### src/bounded_shortest_queue_dispatcher_macros.svh
// Assertion macros used by the dispatcher datapath.
// Expects signals named clk and arst_n in the including module.
`ifndef BOUNDED_SHORTEST_QUEUE_DISPATCHER_MACROS_SVH
`define BOUNDED_SHORTEST_QUEUE_DISPATCHER_MACROS_SVH

// condition must hold at every edge out of reset
`define BSQD_ASSERT_HOLDS(lbl, cond, msg) \
	lbl: assert property (@(posedge clk) disable iff (!arst_n) (cond)) \
		else $error(msg);

// same-cycle implication
`define BSQD_ASSERT_IMPL(lbl, ante, cons, msg) \
	lbl: assert property (@(posedge clk) disable iff (!arst_n) (ante) |-> (cons)) \
		else $error(msg);

`endif

### src/bsqd_pkg.sv
`timescale 1ns / 1ps
// Shared types and constants of the shortest-queue dispatcher.
// No dependencies.
package bsqd_pkg;

	localparam int NUM_WORKERS_DEF = 16;
	localparam int QUEUE_DEPTH_DEF = 64;
	localparam int TAG_BITS        = 16;
	localparam int MAX_RESULTS     = 16;

	localparam int CNT_W      = 5;
	localparam int SERVED_W   = 32;
	localparam int BOUND_W    = 4;
	localparam int ACT_W      = 5;
	localparam int FW_W       = 4;
	localparam int CFG_DATA_W = 5;
	localparam int CFG_IDX_W  = 1;

	localparam logic [CNT_W-1:0]   COUNT_MAX  = 5'd31;
	localparam logic [ACT_W-1:0]   ACTIVE_RST = 5'd16;
	localparam logic [BOUND_W-1:0] BOUND_RST  = 4'd3;

	localparam logic [CFG_IDX_W-1:0] REG_ACTIVE_WORKERS = 1'd0;
	localparam logic [CFG_IDX_W-1:0] REG_INITIAL_BOUND  = 1'd1;

	typedef enum logic [2:0] {
		KIND_DISPATCH = 3'd0,
		KIND_QUEUED   = 3'd1,
		KIND_DROPPED  = 3'd2,
		KIND_FB_NONE  = 3'd3,
		KIND_FB_ERROR = 3'd4
	} kind_t;

	typedef struct packed {
		logic                mode;
		logic [TAG_BITS-1:0] request_tag;
		logic [FW_W-1:0]     feedback_worker;
		logic [SERVED_W-1:0] served_total;
		logic [BOUND_W-1:0]  new_bound;
	} in_word_t;

	typedef struct packed {
		kind_t               kind;
		logic [TAG_BITS-1:0] dispatch_tag;
		logic [FW_W-1:0]     dest_worker;
		logic                last;
	} out_word_t;

	typedef enum logic [2:0] {
		DP_NOP,
		DP_CAPTURE,
		DP_REQ,
		DP_FB_CALC,
		DP_FB_APPLY,
		DP_FB_ERROR,
		DP_DRAIN,
		DP_DRAIN_END
	} dp_op_t;

	typedef struct packed {
		dp_op_t op;
	} dp_cmd_t;

	typedef struct packed {
		logic new_is_fb;
		logic sel_valid;
		logic fifo_empty;
		logic drain_full;
		logic fb_err;
		logic pend_valid;
		logic out_free;
	} dp_status_t;

	typedef enum logic [2:0] {
		ST_IDLE,
		ST_REQ_PICK,
		ST_REQ_DONE,
		ST_FB_CALC,
		ST_FB_APPLY,
		ST_DRAIN_PICK,
		ST_DRAIN_STEP,
		ST_DRAIN_END
	} state_t;

endpackage

### src/bounded_shortest_queue_dispatcher.sv
`timescale 1ns / 1ps
// Join-bounded-shortest-queue dispatcher. One word is handled at a time. Worker
// selection goes through a registered minimum tree of log2(NUM_WORKERS) stages
// (L = 4 at sixteen workers), and every pick waits for that tree to settle. A
// feedback word is checked and applied, then makes one pick for each tag drained
// and one more that ends the drain, before its final result; a rejected feedback
// word gives an error result after the check. Output stall can hold a result
// back. A finished result waits in an output register, so the next word can be
// accepted while it is held.
// Depends on bsqd_pkg, bsqd_ctrl and bsqd_datapath.
module bounded_shortest_queue_dispatcher import bsqd_pkg::*; #(
	parameter int NUM_WORKERS = NUM_WORKERS_DEF,
	parameter int QUEUE_DEPTH = QUEUE_DEPTH_DEF
) (
	input  logic                  clk,
	input  logic                  arst_n,
	input  logic                  cfg_write,
	input  logic [CFG_IDX_W-1:0]  cfg_index,
	input  logic [CFG_DATA_W-1:0] cfg_data,
	input  logic                  in_valid,
	output logic                  in_stall,
	input  in_word_t              in_word,
	output logic                  out_valid,
	input  logic                  out_stall,
	output out_word_t             out_word
);

	dp_cmd_t    cmd;
	dp_status_t status;

	bsqd_ctrl #(
		.NUM_WORKERS(NUM_WORKERS)
	) u_ctrl (
		.clk     (clk),
		.arst_n  (arst_n),
		.in_valid(in_valid),
		.in_stall(in_stall),
		.status  (status),
		.cmd     (cmd)
	);

	bsqd_datapath #(
		.NUM_WORKERS(NUM_WORKERS),
		.QUEUE_DEPTH(QUEUE_DEPTH)
	) u_datapath (
		.clk      (clk),
		.arst_n   (arst_n),
		.cfg_write(cfg_write),
		.cfg_index(cfg_index),
		.cfg_data (cfg_data),
		.in_word  (in_word),
		.out_stall(out_stall),
		.out_valid(out_valid),
		.out_word (out_word),
		.cmd      (cmd),
		.status   (status)
	);

endmodule

### src/bsqd_min_tree.sv
`timescale 1ns / 1ps
// Registered minimum tree selecting the least-loaded worker with room.
// Depends on bsqd_pkg. Each level of the tree is registered.
module bsqd_min_tree import bsqd_pkg::*; #(
	parameter int NUM_WORKERS = NUM_WORKERS_DEF,
	localparam int WIDX = $clog2(NUM_WORKERS)
) (
	input  logic                                  clk,
	input  logic [NUM_WORKERS-1:0][CNT_W-1:0]     counts,
	input  logic [NUM_WORKERS-1:0][BOUND_W-1:0]   bounds,
	input  logic [ACT_W-1:0]                      active,
	output logic                                  sel_valid,
	output logic [WIDX-1:0]                       sel_idx,
	output logic [CNT_W-1:0]                      sel_count
);

	localparam int LEAVES = 1 << WIDX;
	localparam int KEY_W  = 1 + CNT_W + WIDX;

	// key = {no room, count, index}: the smallest key is the winner
	logic [KEY_W-1:0] leaf_key [LEAVES];
	logic [KEY_W-1:0] node_q [1:LEAVES-1];

	for (genvar i = 0; i < LEAVES; i++) begin : g_leaf
		if (i < NUM_WORKERS) begin : g_real
			assign leaf_key[i] = {~((32'(i) < 32'(active)) &&
				(counts[i] < CNT_W'(bounds[i]))), counts[i], WIDX'(i)};
		end else begin : g_pad
			assign leaf_key[i] = {1'b1, {CNT_W{1'b0}}, WIDX'(i)};
		end
	end

	for (genvar j = 1; j < LEAVES; j++) begin : g_node
		logic [KEY_W-1:0] a, b;
		if (2 * j >= LEAVES) begin : g_from_leaf
			assign a = leaf_key[2 * j - LEAVES];
			assign b = leaf_key[2 * j + 1 - LEAVES];
		end else begin : g_from_node
			assign a = node_q[2 * j];
			assign b = node_q[2 * j + 1];
		end
		always_ff @(posedge clk) begin
			node_q[j] <= (b < a) ? b : a;
		end
	end

	assign sel_valid = ~node_q[1][KEY_W-1];
	assign sel_count = node_q[1][KEY_W-2 -: CNT_W];
	assign sel_idx   = node_q[1][WIDX-1:0];

endmodule

### src/bsqd_datapath.sv
`timescale 1ns / 1ps
// Datapath: worker tables, tag FIFO, feedback arithmetic and output register.
// Depends on bsqd_pkg, bsqd_min_tree and the dispatcher assertion macros.
`include "bounded_shortest_queue_dispatcher_macros.svh"
module bsqd_datapath import bsqd_pkg::*; #(
	parameter int NUM_WORKERS = NUM_WORKERS_DEF,
	parameter int QUEUE_DEPTH = QUEUE_DEPTH_DEF
) (
	input  logic                  clk,
	input  logic                  arst_n,
	input  logic                  cfg_write,
	input  logic [CFG_IDX_W-1:0]  cfg_index,
	input  logic [CFG_DATA_W-1:0] cfg_data,
	input  in_word_t              in_word,
	input  logic                  out_stall,
	output logic                  out_valid,
	output out_word_t             out_word,
	input  dp_cmd_t               cmd,
	output dp_status_t            status
);

	localparam int WIDX   = $clog2(NUM_WORKERS);
	localparam int QW     = $clog2(QUEUE_DEPTH);
	localparam int FILL_W = $clog2(QUEUE_DEPTH + 1);
	localparam int DRN_W  = $clog2(MAX_RESULTS + 1);
	localparam int DIFF_W = SERVED_W + 2;

	logic [ACT_W-1:0]                     active_q;
	logic [NUM_WORKERS-1:0][CNT_W-1:0]    count_q;
	logic [NUM_WORKERS-1:0][SERVED_W-1:0] served_q;
	logic [NUM_WORKERS-1:0][BOUND_W-1:0]  bound_q;
	in_word_t                             in_q;

	logic [TAG_BITS-1:0] mem [QUEUE_DEPTH];
	logic [TAG_BITS-1:0] rd_tag_q;
	logic [QW-1:0]       head_q, tail_q;
	logic [FILL_W-1:0]   fill_q;

	logic               fb_err_q;
	logic [CNT_W-1:0]   nc_q;
	logic               pend_valid_q;
	logic [TAG_BITS-1:0] pend_tag_q;
	logic [FW_W-1:0]    pend_worker_q;
	logic [DRN_W-1:0]   drained_q;
	logic               out_valid_q;
	out_word_t          out_q;

	logic             sel_valid;
	logic [WIDX-1:0]  sel_idx;
	logic [CNT_W-1:0] sel_count;
	logic [CNT_W-1:0] sel_inc;
	logic             dispatch, push, pop, fifo_full;
	logic [WIDX-1:0]  fw_idx;
	logic             fw_ok;
	logic [DIFF_W-1:0] diff;
	logic             out_load;
	out_word_t        out_next;

	bsqd_min_tree #(
		.NUM_WORKERS(NUM_WORKERS)
	) u_tree (
		.clk      (clk),
		.counts   (count_q),
		.bounds   (bound_q),
		.active   (active_q),
		.sel_valid(sel_valid),
		.sel_idx  (sel_idx),
		.sel_count(sel_count)
	);

	assign fifo_full = (fill_q == FILL_W'(QUEUE_DEPTH));
	assign dispatch  = ((cmd.op == DP_REQ) || (cmd.op == DP_DRAIN)) && sel_valid;
	assign push      = (cmd.op == DP_REQ) && !sel_valid && !fifo_full;
	assign pop       = (cmd.op == DP_DRAIN);
	assign sel_inc   = (sel_count == COUNT_MAX) ? sel_count : sel_count + CNT_W'(1);

	assign fw_idx = WIDX'(in_q.feedback_worker);
	assign fw_ok  = (32'(in_q.feedback_worker) < 32'(active_q)) &&
		(32'(in_q.feedback_worker) < NUM_WORKERS);
	assign diff   = DIFF_W'(served_q[fw_idx]) + DIFF_W'(count_q[fw_idx]) -
		DIFF_W'(in_q.served_total);

	// configuration and worker tables
	always_ff @(posedge clk or negedge arst_n) begin
		if (!arst_n) begin
			active_q <= ACTIVE_RST;
			for (int i = 0; i < NUM_WORKERS; i++) begin
				count_q[i]  <= '0;
				served_q[i] <= '0;
				bound_q[i]  <= BOUND_RST;
			end
		end else begin
			if (cfg_write && (cfg_index == REG_ACTIVE_WORKERS)) begin
				active_q <= cfg_data[ACT_W-1:0];
			end
			for (int i = 0; i < NUM_WORKERS; i++) begin
				if (cfg_write && (cfg_index == REG_INITIAL_BOUND)) begin
					bound_q[i] <= cfg_data[BOUND_W-1:0];
				end
				if ((cmd.op == DP_FB_APPLY) && (fw_idx == WIDX'(i))) begin
					count_q[i]  <= nc_q;
					served_q[i] <= in_q.served_total;
					bound_q[i]  <= in_q.new_bound;
				end
				if (dispatch && (sel_idx == WIDX'(i))) begin
					count_q[i] <= sel_inc;
				end
			end
		end
	end

	always_ff @(posedge clk) begin
		if (cmd.op == DP_CAPTURE) begin
			in_q <= in_word;
		end
		if (cmd.op == DP_FB_CALC) begin
			nc_q <= (|diff[SERVED_W:CNT_W]) ? COUNT_MAX : diff[CNT_W-1:0];
		end
		if (pop) begin
			pend_tag_q    <= rd_tag_q;
			pend_worker_q <= FW_W'(sel_idx);
		end
		if (out_load) begin
			out_q <= out_next;
		end
	end

	// tag FIFO storage, registered read of the head entry
	always_ff @(posedge clk) begin
		if (push) begin
			mem[tail_q] <= in_q.request_tag;
		end
		rd_tag_q <= mem[head_q];
	end

	always_ff @(posedge clk or negedge arst_n) begin
		if (!arst_n) begin
			head_q       <= '0;
			tail_q       <= '0;
			fill_q       <= '0;
			fb_err_q     <= 1'b0;
			pend_valid_q <= 1'b0;
			drained_q    <= '0;
			out_valid_q  <= 1'b0;
		end else begin
			if (push) begin
				tail_q <= (tail_q == QW'(QUEUE_DEPTH - 1)) ? '0 : tail_q + QW'(1);
				fill_q <= fill_q + FILL_W'(1);
			end
			if (pop) begin
				head_q       <= (head_q == QW'(QUEUE_DEPTH - 1)) ? '0 : head_q + QW'(1);
				fill_q       <= fill_q - FILL_W'(1);
				pend_valid_q <= 1'b1;
				drained_q    <= drained_q + DRN_W'(1);
			end
			if (cmd.op == DP_FB_CALC) begin
				fb_err_q <= !fw_ok || diff[DIFF_W-1];
			end
			if (cmd.op == DP_FB_APPLY) begin
				pend_valid_q <= 1'b0;
				drained_q    <= '0;
			end
			if (out_load) begin
				out_valid_q <= 1'b1;
			end else if (!out_stall) begin
				out_valid_q <= 1'b0;
			end
		end
	end

	always_comb begin
		out_load = 1'b0;
		out_next = '{kind: KIND_FB_NONE, dispatch_tag: '0, dest_worker: '0, last: 1'b1};
		unique case (cmd.op)
			DP_REQ: begin
				out_load = 1'b1;
				if (sel_valid) begin
					out_next.kind         = KIND_DISPATCH;
					out_next.dispatch_tag = in_q.request_tag;
					out_next.dest_worker  = FW_W'(sel_idx);
				end else if (fifo_full) begin
					out_next.kind = KIND_DROPPED;
				end else begin
					out_next.kind = KIND_QUEUED;
				end
			end
			DP_FB_ERROR: begin
				out_load      = 1'b1;
				out_next.kind = KIND_FB_ERROR;
			end
			DP_DRAIN, DP_DRAIN_END: begin
				out_load = (cmd.op == DP_DRAIN_END) || pend_valid_q;
				if (pend_valid_q) begin
					out_next.kind         = KIND_DISPATCH;
					out_next.dispatch_tag = pend_tag_q;
					out_next.dest_worker  = pend_worker_q;
					out_next.last         = (cmd.op == DP_DRAIN_END);
				end
			end
			default: begin
				out_load = 1'b0;
			end
		endcase
	end

	assign out_valid = out_valid_q;
	assign out_word  = out_q;

	assign status.new_is_fb  = in_word.mode;
	assign status.sel_valid  = sel_valid;
	assign status.fifo_empty = (fill_q == '0);
	assign status.drain_full = (drained_q == DRN_W'(MAX_RESULTS));
	assign status.fb_err     = fb_err_q;
	assign status.pend_valid = pend_valid_q;
	assign status.out_free   = !out_valid_q || !out_stall;

	`BSQD_ASSERT_HOLDS(a_fill_range, fill_q <= FILL_W'(QUEUE_DEPTH), "fifo fill above depth")
	`BSQD_ASSERT_IMPL(a_ptr_meet, (fill_q == '0) || fifo_full, head_q == tail_q, "pointer mismatch")
	`BSQD_ASSERT_IMPL(a_pop_ok, pop, (fill_q != '0) && sel_valid, "pop without tag or worker")
	`BSQD_ASSERT_IMPL(a_pick_stale, dispatch, sel_count == count_q[sel_idx], "stale worker picked")
	`BSQD_ASSERT_IMPL(a_pick_room, dispatch, sel_count < CNT_W'(bound_q[sel_idx]), "no room")

endmodule

### src/bsqd_ctrl.sv
`timescale 1ns / 1ps
// Controller state machine: sequences request, feedback and drain steps.
// Depends on bsqd_pkg; drives the datapath through dp_cmd_t.
module bsqd_ctrl import bsqd_pkg::*; #(
	parameter int NUM_WORKERS = NUM_WORKERS_DEF
) (
	input  logic       clk,
	input  logic       arst_n,
	input  logic       in_valid,
	output logic       in_stall,
	input  dp_status_t status,
	output dp_cmd_t    cmd
);

	localparam int LVLS   = $clog2(NUM_WORKERS);
	localparam int WAIT_W = $clog2(LVLS + 1);

	state_t            state_q, state_d;
	logic [WAIT_W-1:0] wait_q;
	logic              wait_done;
	logic              picking;
	logic              stop;

	assign picking   = (state_q == ST_REQ_PICK) || (state_q == ST_DRAIN_PICK);
	assign wait_done = (wait_q == WAIT_W'(LVLS - 1));
	assign stop      = status.drain_full || status.fifo_empty || !status.sel_valid;

	always_ff @(posedge clk or negedge arst_n) begin
		if (!arst_n) begin
			state_q <= ST_IDLE;
			wait_q  <= '0;
		end else begin
			state_q <= state_d;
			wait_q  <= (picking && !wait_done) ? wait_q + WAIT_W'(1) : '0;
		end
	end

	always_comb begin
		state_d = state_q;
		unique case (state_q)
			ST_IDLE: begin
				if (in_valid) begin
					state_d = status.new_is_fb ? ST_FB_CALC : ST_REQ_PICK;
				end
			end
			ST_REQ_PICK: begin
				if (wait_done) begin
					state_d = ST_REQ_DONE;
				end
			end
			ST_REQ_DONE: begin
				if (status.out_free) begin
					state_d = ST_IDLE;
				end
			end
			ST_FB_CALC: begin
				state_d = ST_FB_APPLY;
			end
			ST_FB_APPLY: begin
				if (!status.fb_err) begin
					state_d = ST_DRAIN_PICK;
				end else if (status.out_free) begin
					state_d = ST_IDLE;
				end
			end
			ST_DRAIN_PICK: begin
				if (wait_done) begin
					state_d = ST_DRAIN_STEP;
				end
			end
			ST_DRAIN_STEP: begin
				if (stop) begin
					state_d = ST_DRAIN_END;
				end else if (!status.pend_valid || status.out_free) begin
					state_d = ST_DRAIN_PICK;
				end
			end
			ST_DRAIN_END: begin
				if (status.out_free) begin
					state_d = ST_IDLE;
				end
			end
			default: begin
				state_d = ST_IDLE;
			end
		endcase
	end

	always_comb begin
		cmd.op   = DP_NOP;
		in_stall = (state_q != ST_IDLE);
		unique case (state_q)
			ST_IDLE: begin
				if (in_valid) begin
					cmd.op = DP_CAPTURE;
				end
			end
			ST_REQ_DONE: begin
				if (status.out_free) begin
					cmd.op = DP_REQ;
				end
			end
			ST_FB_CALC: begin
				cmd.op = DP_FB_CALC;
			end
			ST_FB_APPLY: begin
				if (!status.fb_err) begin
					cmd.op = DP_FB_APPLY;
				end else if (status.out_free) begin
					cmd.op = DP_FB_ERROR;
				end
			end
			ST_DRAIN_STEP: begin
				if (!stop && (!status.pend_valid || status.out_free)) begin
					cmd.op = DP_DRAIN;
				end
			end
			ST_DRAIN_END: begin
				if (status.out_free) begin
					cmd.op = DP_DRAIN_END;
				end
			end
			default: begin
				cmd.op = DP_NOP;
			end
		endcase
	end

endmodule

### config.mk
export PLATFORM = sky130hd
export DESIGN_NAME = bounded_shortest_queue_dispatcher
export DESIGN_NICKNAME = d
export VERILOG_FILES = /design/src/bsqd_pkg.sv /design/src/bounded_shortest_queue_dispatcher.sv /design/src/bsqd_min_tree.sv /design/src/bsqd_datapath.sv /design/src/bsqd_ctrl.sv
export VERILOG_INCLUDE_DIRS = /design/src /design/src/src
export SDC_FILE = /design/constraint.sdc
export NUM_CORES = 2
export LEC_CHECK = 0
export BUFFER_PORTS_ARGS = -buffer_cell sky130_fd_sc_hd__buf_2
export CAP_MARGIN = 25
export CORE_AREA = 2 2 414 519
export CTS_CLUSTER_DIAMETER = 150
export CTS_CLUSTER_SIZE = 28
export DETAILED_ROUTE_END_ITERATION = 16
export DIE_AREA = 0 0 416 521
export GPL_TIMING_DRIVEN = 0
export PLACE_DENSITY = 0.65
export SLEW_MARGIN = 20
export SYNTH_ARGS = -nofsm -noshare
export SYNTH_HDL_FRONTEND = slang
export SYNTH_HIERARCHICAL = 1
export SYNTH_SLANG_ARGS = --single-unit
export TNS_END_PERCENT = 50
### constraint.sdc
create_clock -name clk -period 9.89 [get_ports clk]
set_clock_uncertainty 0.05 [all_clocks]
set_input_delay 0 -clock clk [delete_from_list [all_inputs] [get_ports clk]]
set_output_delay 0 -clock clk [all_outputs]
set_load 0.01 [all_outputs]
==> reports/qor.json <==
{
  "worst_path_max_delay_cell": {"value": "clkdlybuf4s15_1"},
  "io_pins": {"value": 94},
  "layout.area.seq": {"value": 0.0540, "unit": "mm²"},
  "ctsRootBufferMaster": {"value": "clkbuf_16"},
  "period_minus_slack": {"value": 9.59, "unit": "ns"},
  "route.vias.total": {"value": 49900},
  "finalSetupViolCount": {"value": 0},
  "cellPowerDensity": {"value": 281, "unit": "mW/mm²"},
  "clk_pin_slew": {"value": 0.12, "unit": "ns"},
  "yosys_warnings": {"value": 6},
  "combinational_family_with_the_most_area_after_synthesis": {"value": "multiplexers"},
  "yosysSeqAreaShare": {"value": 64.0, "unit": "%"},
  "fmax": {"value": 104, "unit": "MHz"},
  "die_width": {"value": 416, "unit": "µm"},
  "grt_first_pass_wirelength": {"value": 345, "unit": "mm"},
  "critical_setup_path_kind": {"value": "reg2reg"},
  "grt_overflow_total": {"value": 0},
  "synth_top_area_share": {"value": 40.2, "unit": "%"},
  "synth-adder-area-share": {"value": 2.67, "unit": "%"},
  "die_height": {"value": 521, "unit": "µm"},
  "ys_seq_elements": {"value": 1955},
  "ant_nets": {"value": 0},
  "grt_max_degree": {"value": 100},
  "most_area_hungry_cell_type_in_the_yosys_netlist": {"value": "edfxtp_1"},
  "avgRoutedWirePerCell": {"value": 27.2, "unit": "µm"},
  "timing.hold.worst.class": {"value": "in2reg"},
  "clk-insertion-delay-late": {"value": 0.79, "unit": "ns"},
  "preCtsSetupSlack": {"value": 0.0501, "unit": "ns"},
  "postSynthCellCount": {"value": 5409},
  "synth_compound_gate_area_share": {"value": 6.20, "unit": "%"},
  "yosys_most_used_dff": {"value": "edfxtp_1"},
  "place.port_buffers": {"value": 92},
  "final_net_count": {"value": 6098},
  "critPathRequiredTime": {"value": 10.31, "unit": "ns"},
  "cts_tree": {"value": "done"},
  "start_util": {"value": 39.9, "unit": "%"},
  "total_length_of_routed_wires": {"value": 236, "unit": "mm"},
  "detail_route.first_pass.iterations": {"value": 6},
  "placed_cells": {"value": 8393},
  "critical_path_peak_fanout": {"value": 10},
  "synthMuxAreaShare": {"value": 18.8, "unit": "%"},
  "initial_antenna_violation_count": {"value": 5},
  "post_synth_and_or_nand_nor_area_fraction": {"value": 4.94, "unit": "%"},
  "postCtsSetupRepairBufs": {"value": 0},
  "rsz0062_at_grt": {"value": "false"},
  "end_kind": {"value": "flip-flop"},
  "cts-htree-levels": {"value": 3},
  "critical_path.startpoint_type": {"value": "flip-flop"},
  "timing.critical_path.arrival": {"value": 10.01, "unit": "ns"},
  "final-max-slew-violation-count": {"value": 0},
  "hold-worst-slack": {"value": 0.0124, "unit": "ns"},
  "synth.top_cells.by_area": {"value": "edfxtp_1, dfrtp_1, mux4_2"},
  "drive_gt1_share": {"value": 23.3, "unit": "%"},
  "multi_input_area": {"value": 0.0283, "unit": "mm²"},
  "syn-cell-area": {"value": 0.0844, "unit": "mm²"},
  "clk_path_buf_depth": {"value": 3},
  "cp_common_cell": {"value": "buf_2"},
  "tightestPinTransition": {"value": 1.21, "unit": "ns"},
  "grt_pass1_vias": {"value": 50600},
  "initialDrtViolationCount": {"value": 5015},
  "area_growth_syn_to_layout": {"value": 11.6, "unit": "%"},
  "die_area": {"value": 0.217, "unit": "mm²"},
  "final_cell_count_no_fill": {"value": 8673},
  "drcViolationCount": {"value": 0},
  "grt_usage": {"value": 21.6, "unit": "%"},
  "timing.critical_path.slowest_cell_delay": {"value": 0.73, "unit": "ns"},
  "post_synth_edffs": {"value": 1129},
  "max-slew-margin-rel": {"value": 19.0, "unit": "%"},
  "net_count_synth": {"value": 5655},
  "finalHoldViolCount": {"value": 0},
  "via_per_inst": {"value": 5.76},
  "synth_cell_type_count": {"value": 96},
  "drv.max_cap_violation_count": {"value": 0},
  "synth_area_per_cell": {"value": 15.6, "unit": "µm²"},
  "filler_cells": {"value": 18500},
  "vdd.ir_drop.worst": {"value": 0.000232, "unit": "V"},
  "synth-async-reset-ratio": {"value": 35.5, "unit": "%"},
  "period_utilization_post_route": {"value": 97.0, "unit": "%"},
  "core.rowCount": {"value": 189},
  "core": {"value": 0.212, "unit": "mm²"},
  "cts-buffers-inserted": {"value": 80},
  "detailed_place_hpwl": {"value": 169, "unit": "mm"},
  "post_synth_xor_area_fraction": {"value": 0.663, "unit": "%"},
  "worst_slack": {"value": 0.296, "unit": "ns"},
  "finalWeightedCongestion": {"value": 0.937},
  "sink_count_of_the_clock_tree": {"value": 1955},
  "p_leak": {"value": 35.1, "unit": "nW"},
  "run_status": {"value": "complete, no violations"}
}
-- through the flow --
step | utilization (%) | TNS [ns] | cell area [µm²] | power, mW
after global routing | 44.5 | 0 | 94200 | 27.9
after floorplan | - | 0 | 84400 | 18.6
after CTS | 44.4 | 0 | 94000 | 26.6
after global placement | 41.7 | -3694.88 | 88300 | 21.9
after detailed placement | 42.7 | 0 | 90300 | 22.4
final | 44.5 | 0 | 94200 | 26.5
-- routing by layer --
metal  track usage [%]  wire (µm)  vias to the layer above
li1                  -          -                    21400
met1              26.6      88900                    26100
met2              37.6     119000                     1928
met3              2.92      15000                      495
met4              10.3      12600                        4
met5                 0         30                        -
-- where the power goes --
part / switching [mW] / internal, mW
clock: 2.56 / 1.57
combinational: 5.81 / 4.68
sequential: 1.27 / 10.6
total: 9.64 / 16.9
-- worst max-delay path, delay by kind of cell (launching register included) --
family | cells | cell delay, ns
and+or+nand+nor | 6 | 1.51
AOI/OAI and AO/OA | 9 | 2.62
buffers and inverters | 7 | 2.47
DFF | 1 | 0.68
adders and majority gates | 2 | 0.59
muxes | 2 | 1.02
xor gates and xnor gates | 2 | 0.30
-- registers in the layout, summed over array words and instances, names as in the netlist, 16 cells and up --
signal,cells
u_datapath/bound_q,64
u_datapath/count_q,80
u_datapath/in_q,52
u_datapath/mem,1024
u_datapath/out_word,24
u_datapath/pend_tag_q,16
u_datapath/rd_tag_q,16
u_datapath/served_q,512
u_datapath/u_tree/node_q,116
-- kinds of logic (layout without fill, tap and decap cells) --
| group | count (synthesis) | count (layout) |
|---|---|---|
| other cells | 0 | 3 |
| buf+inv | 523 | 1015 |
| compound gates | 867 | 867 |
| fa+ha+maj | 178 | 178 |
| xor+xnor | 63 | 63 |
| mux | 886 | 886 |
| simple gates | 937 | 937 |
| flops | 1955 | 1955 |
-- synthesized netlist by cell type, drive strengths merged, types with 4 or more instances --
| master | count |
|---|---|
| edfxtp | 1129 |
| dfrtp | 661 |
| nand2 | 525 |
| mux4 | 504 |
| o21ai | 415 |
| mux2 | 376 |
| inv | 203 |
| a21oi | 190 |
| clkbuf | 186 |
| ha | 175 |
| nor2 | 172 |
| buf | 132 |
| dfxtp | 132 |
| a21o | 40 |
| nand2b | 40 |
| a211oi | 39 |
| xnor2 | 36 |
| nand3 | 35 |
| nor2b | 35 |
| nor3 | 35 |
| dfstp | 33 |
| a22oi | 32 |
| xor2 | 27 |
| a22o | 23 |
| and3 | 21 |
| a221o | 19 |
| nand4 | 19 |
| o221ai | 19 |
| o211ai | 16 |
| o21a | 16 |
| nor4 | 11 |
| a31oi | 10 |
| a2111oi | 8 |
| and2 | 8 |
| o21bai | 8 |
| or3 | 8 |
| mux2i | 6 |
| nand3b | 6 |
| o31a | 6 |
| nor3b | 5 |
| o31ai | 5 |
| or4 | 4 |
-- area by class of cell --
type,count,share of cell area (%)
clock buffer,121,2.29
inverter,205,0.818
tap,2769,3.68
sequential,1955,57.3
clock inverter,10,0.223
timing repair buffer,361,4.00
multi-input combinational,2931,30.0
buffer,318,1.69
antenna,3,0.00797
-- cell usage in the layout, fill, tap and decap left out, types with 80 or more instances in the layout --
cell / instances
ha_1: 175
mux2_2: 280
dfxtp_1: 132
clkbuf_16: 80
inv_1: 196
dfrtp_1: 661
edfxtp_1: 1129
a21oi_1: 187
nand2_1: 520
mux4_2: 479
clkbuf_1: 220
buf_2: 153
nor2_1: 103
dlygate4sd3_1: 132
o21ai_0: 396
-- worst paths after layout --
kind / from / end / slack (ns) / cells past startpoint
min: in_word[31] / u_datapath/in_q[31] / 0.01 / 2
max reg2reg: u_datapath/fw_idx[1] / u_datapath/nc_q[4] / 0.30 / 28
min reg2reg: u_datapath/rd_tag_q[13] / u_datapath/pend_tag_q[13] / 0.37 / 0
max in group asynchronous: arst_n / u_datapath/bound_q[45] / 7.95 / 6
max: u_datapath/fw_idx[1] / u_datapath/nc_q[4] / 0.30 / 28
min in group asynchronous: arst_n / u_datapath/served_q[39] / 0.32 / 4
-- what timing repair did --
item,CTS,global route
hold endpoints to repair,469,0
resized for setup,0,11
endpoints found under the setup margin,0,5
hold buffers,133,0
No activity file was read; power rests on OpenSTA's default activity.
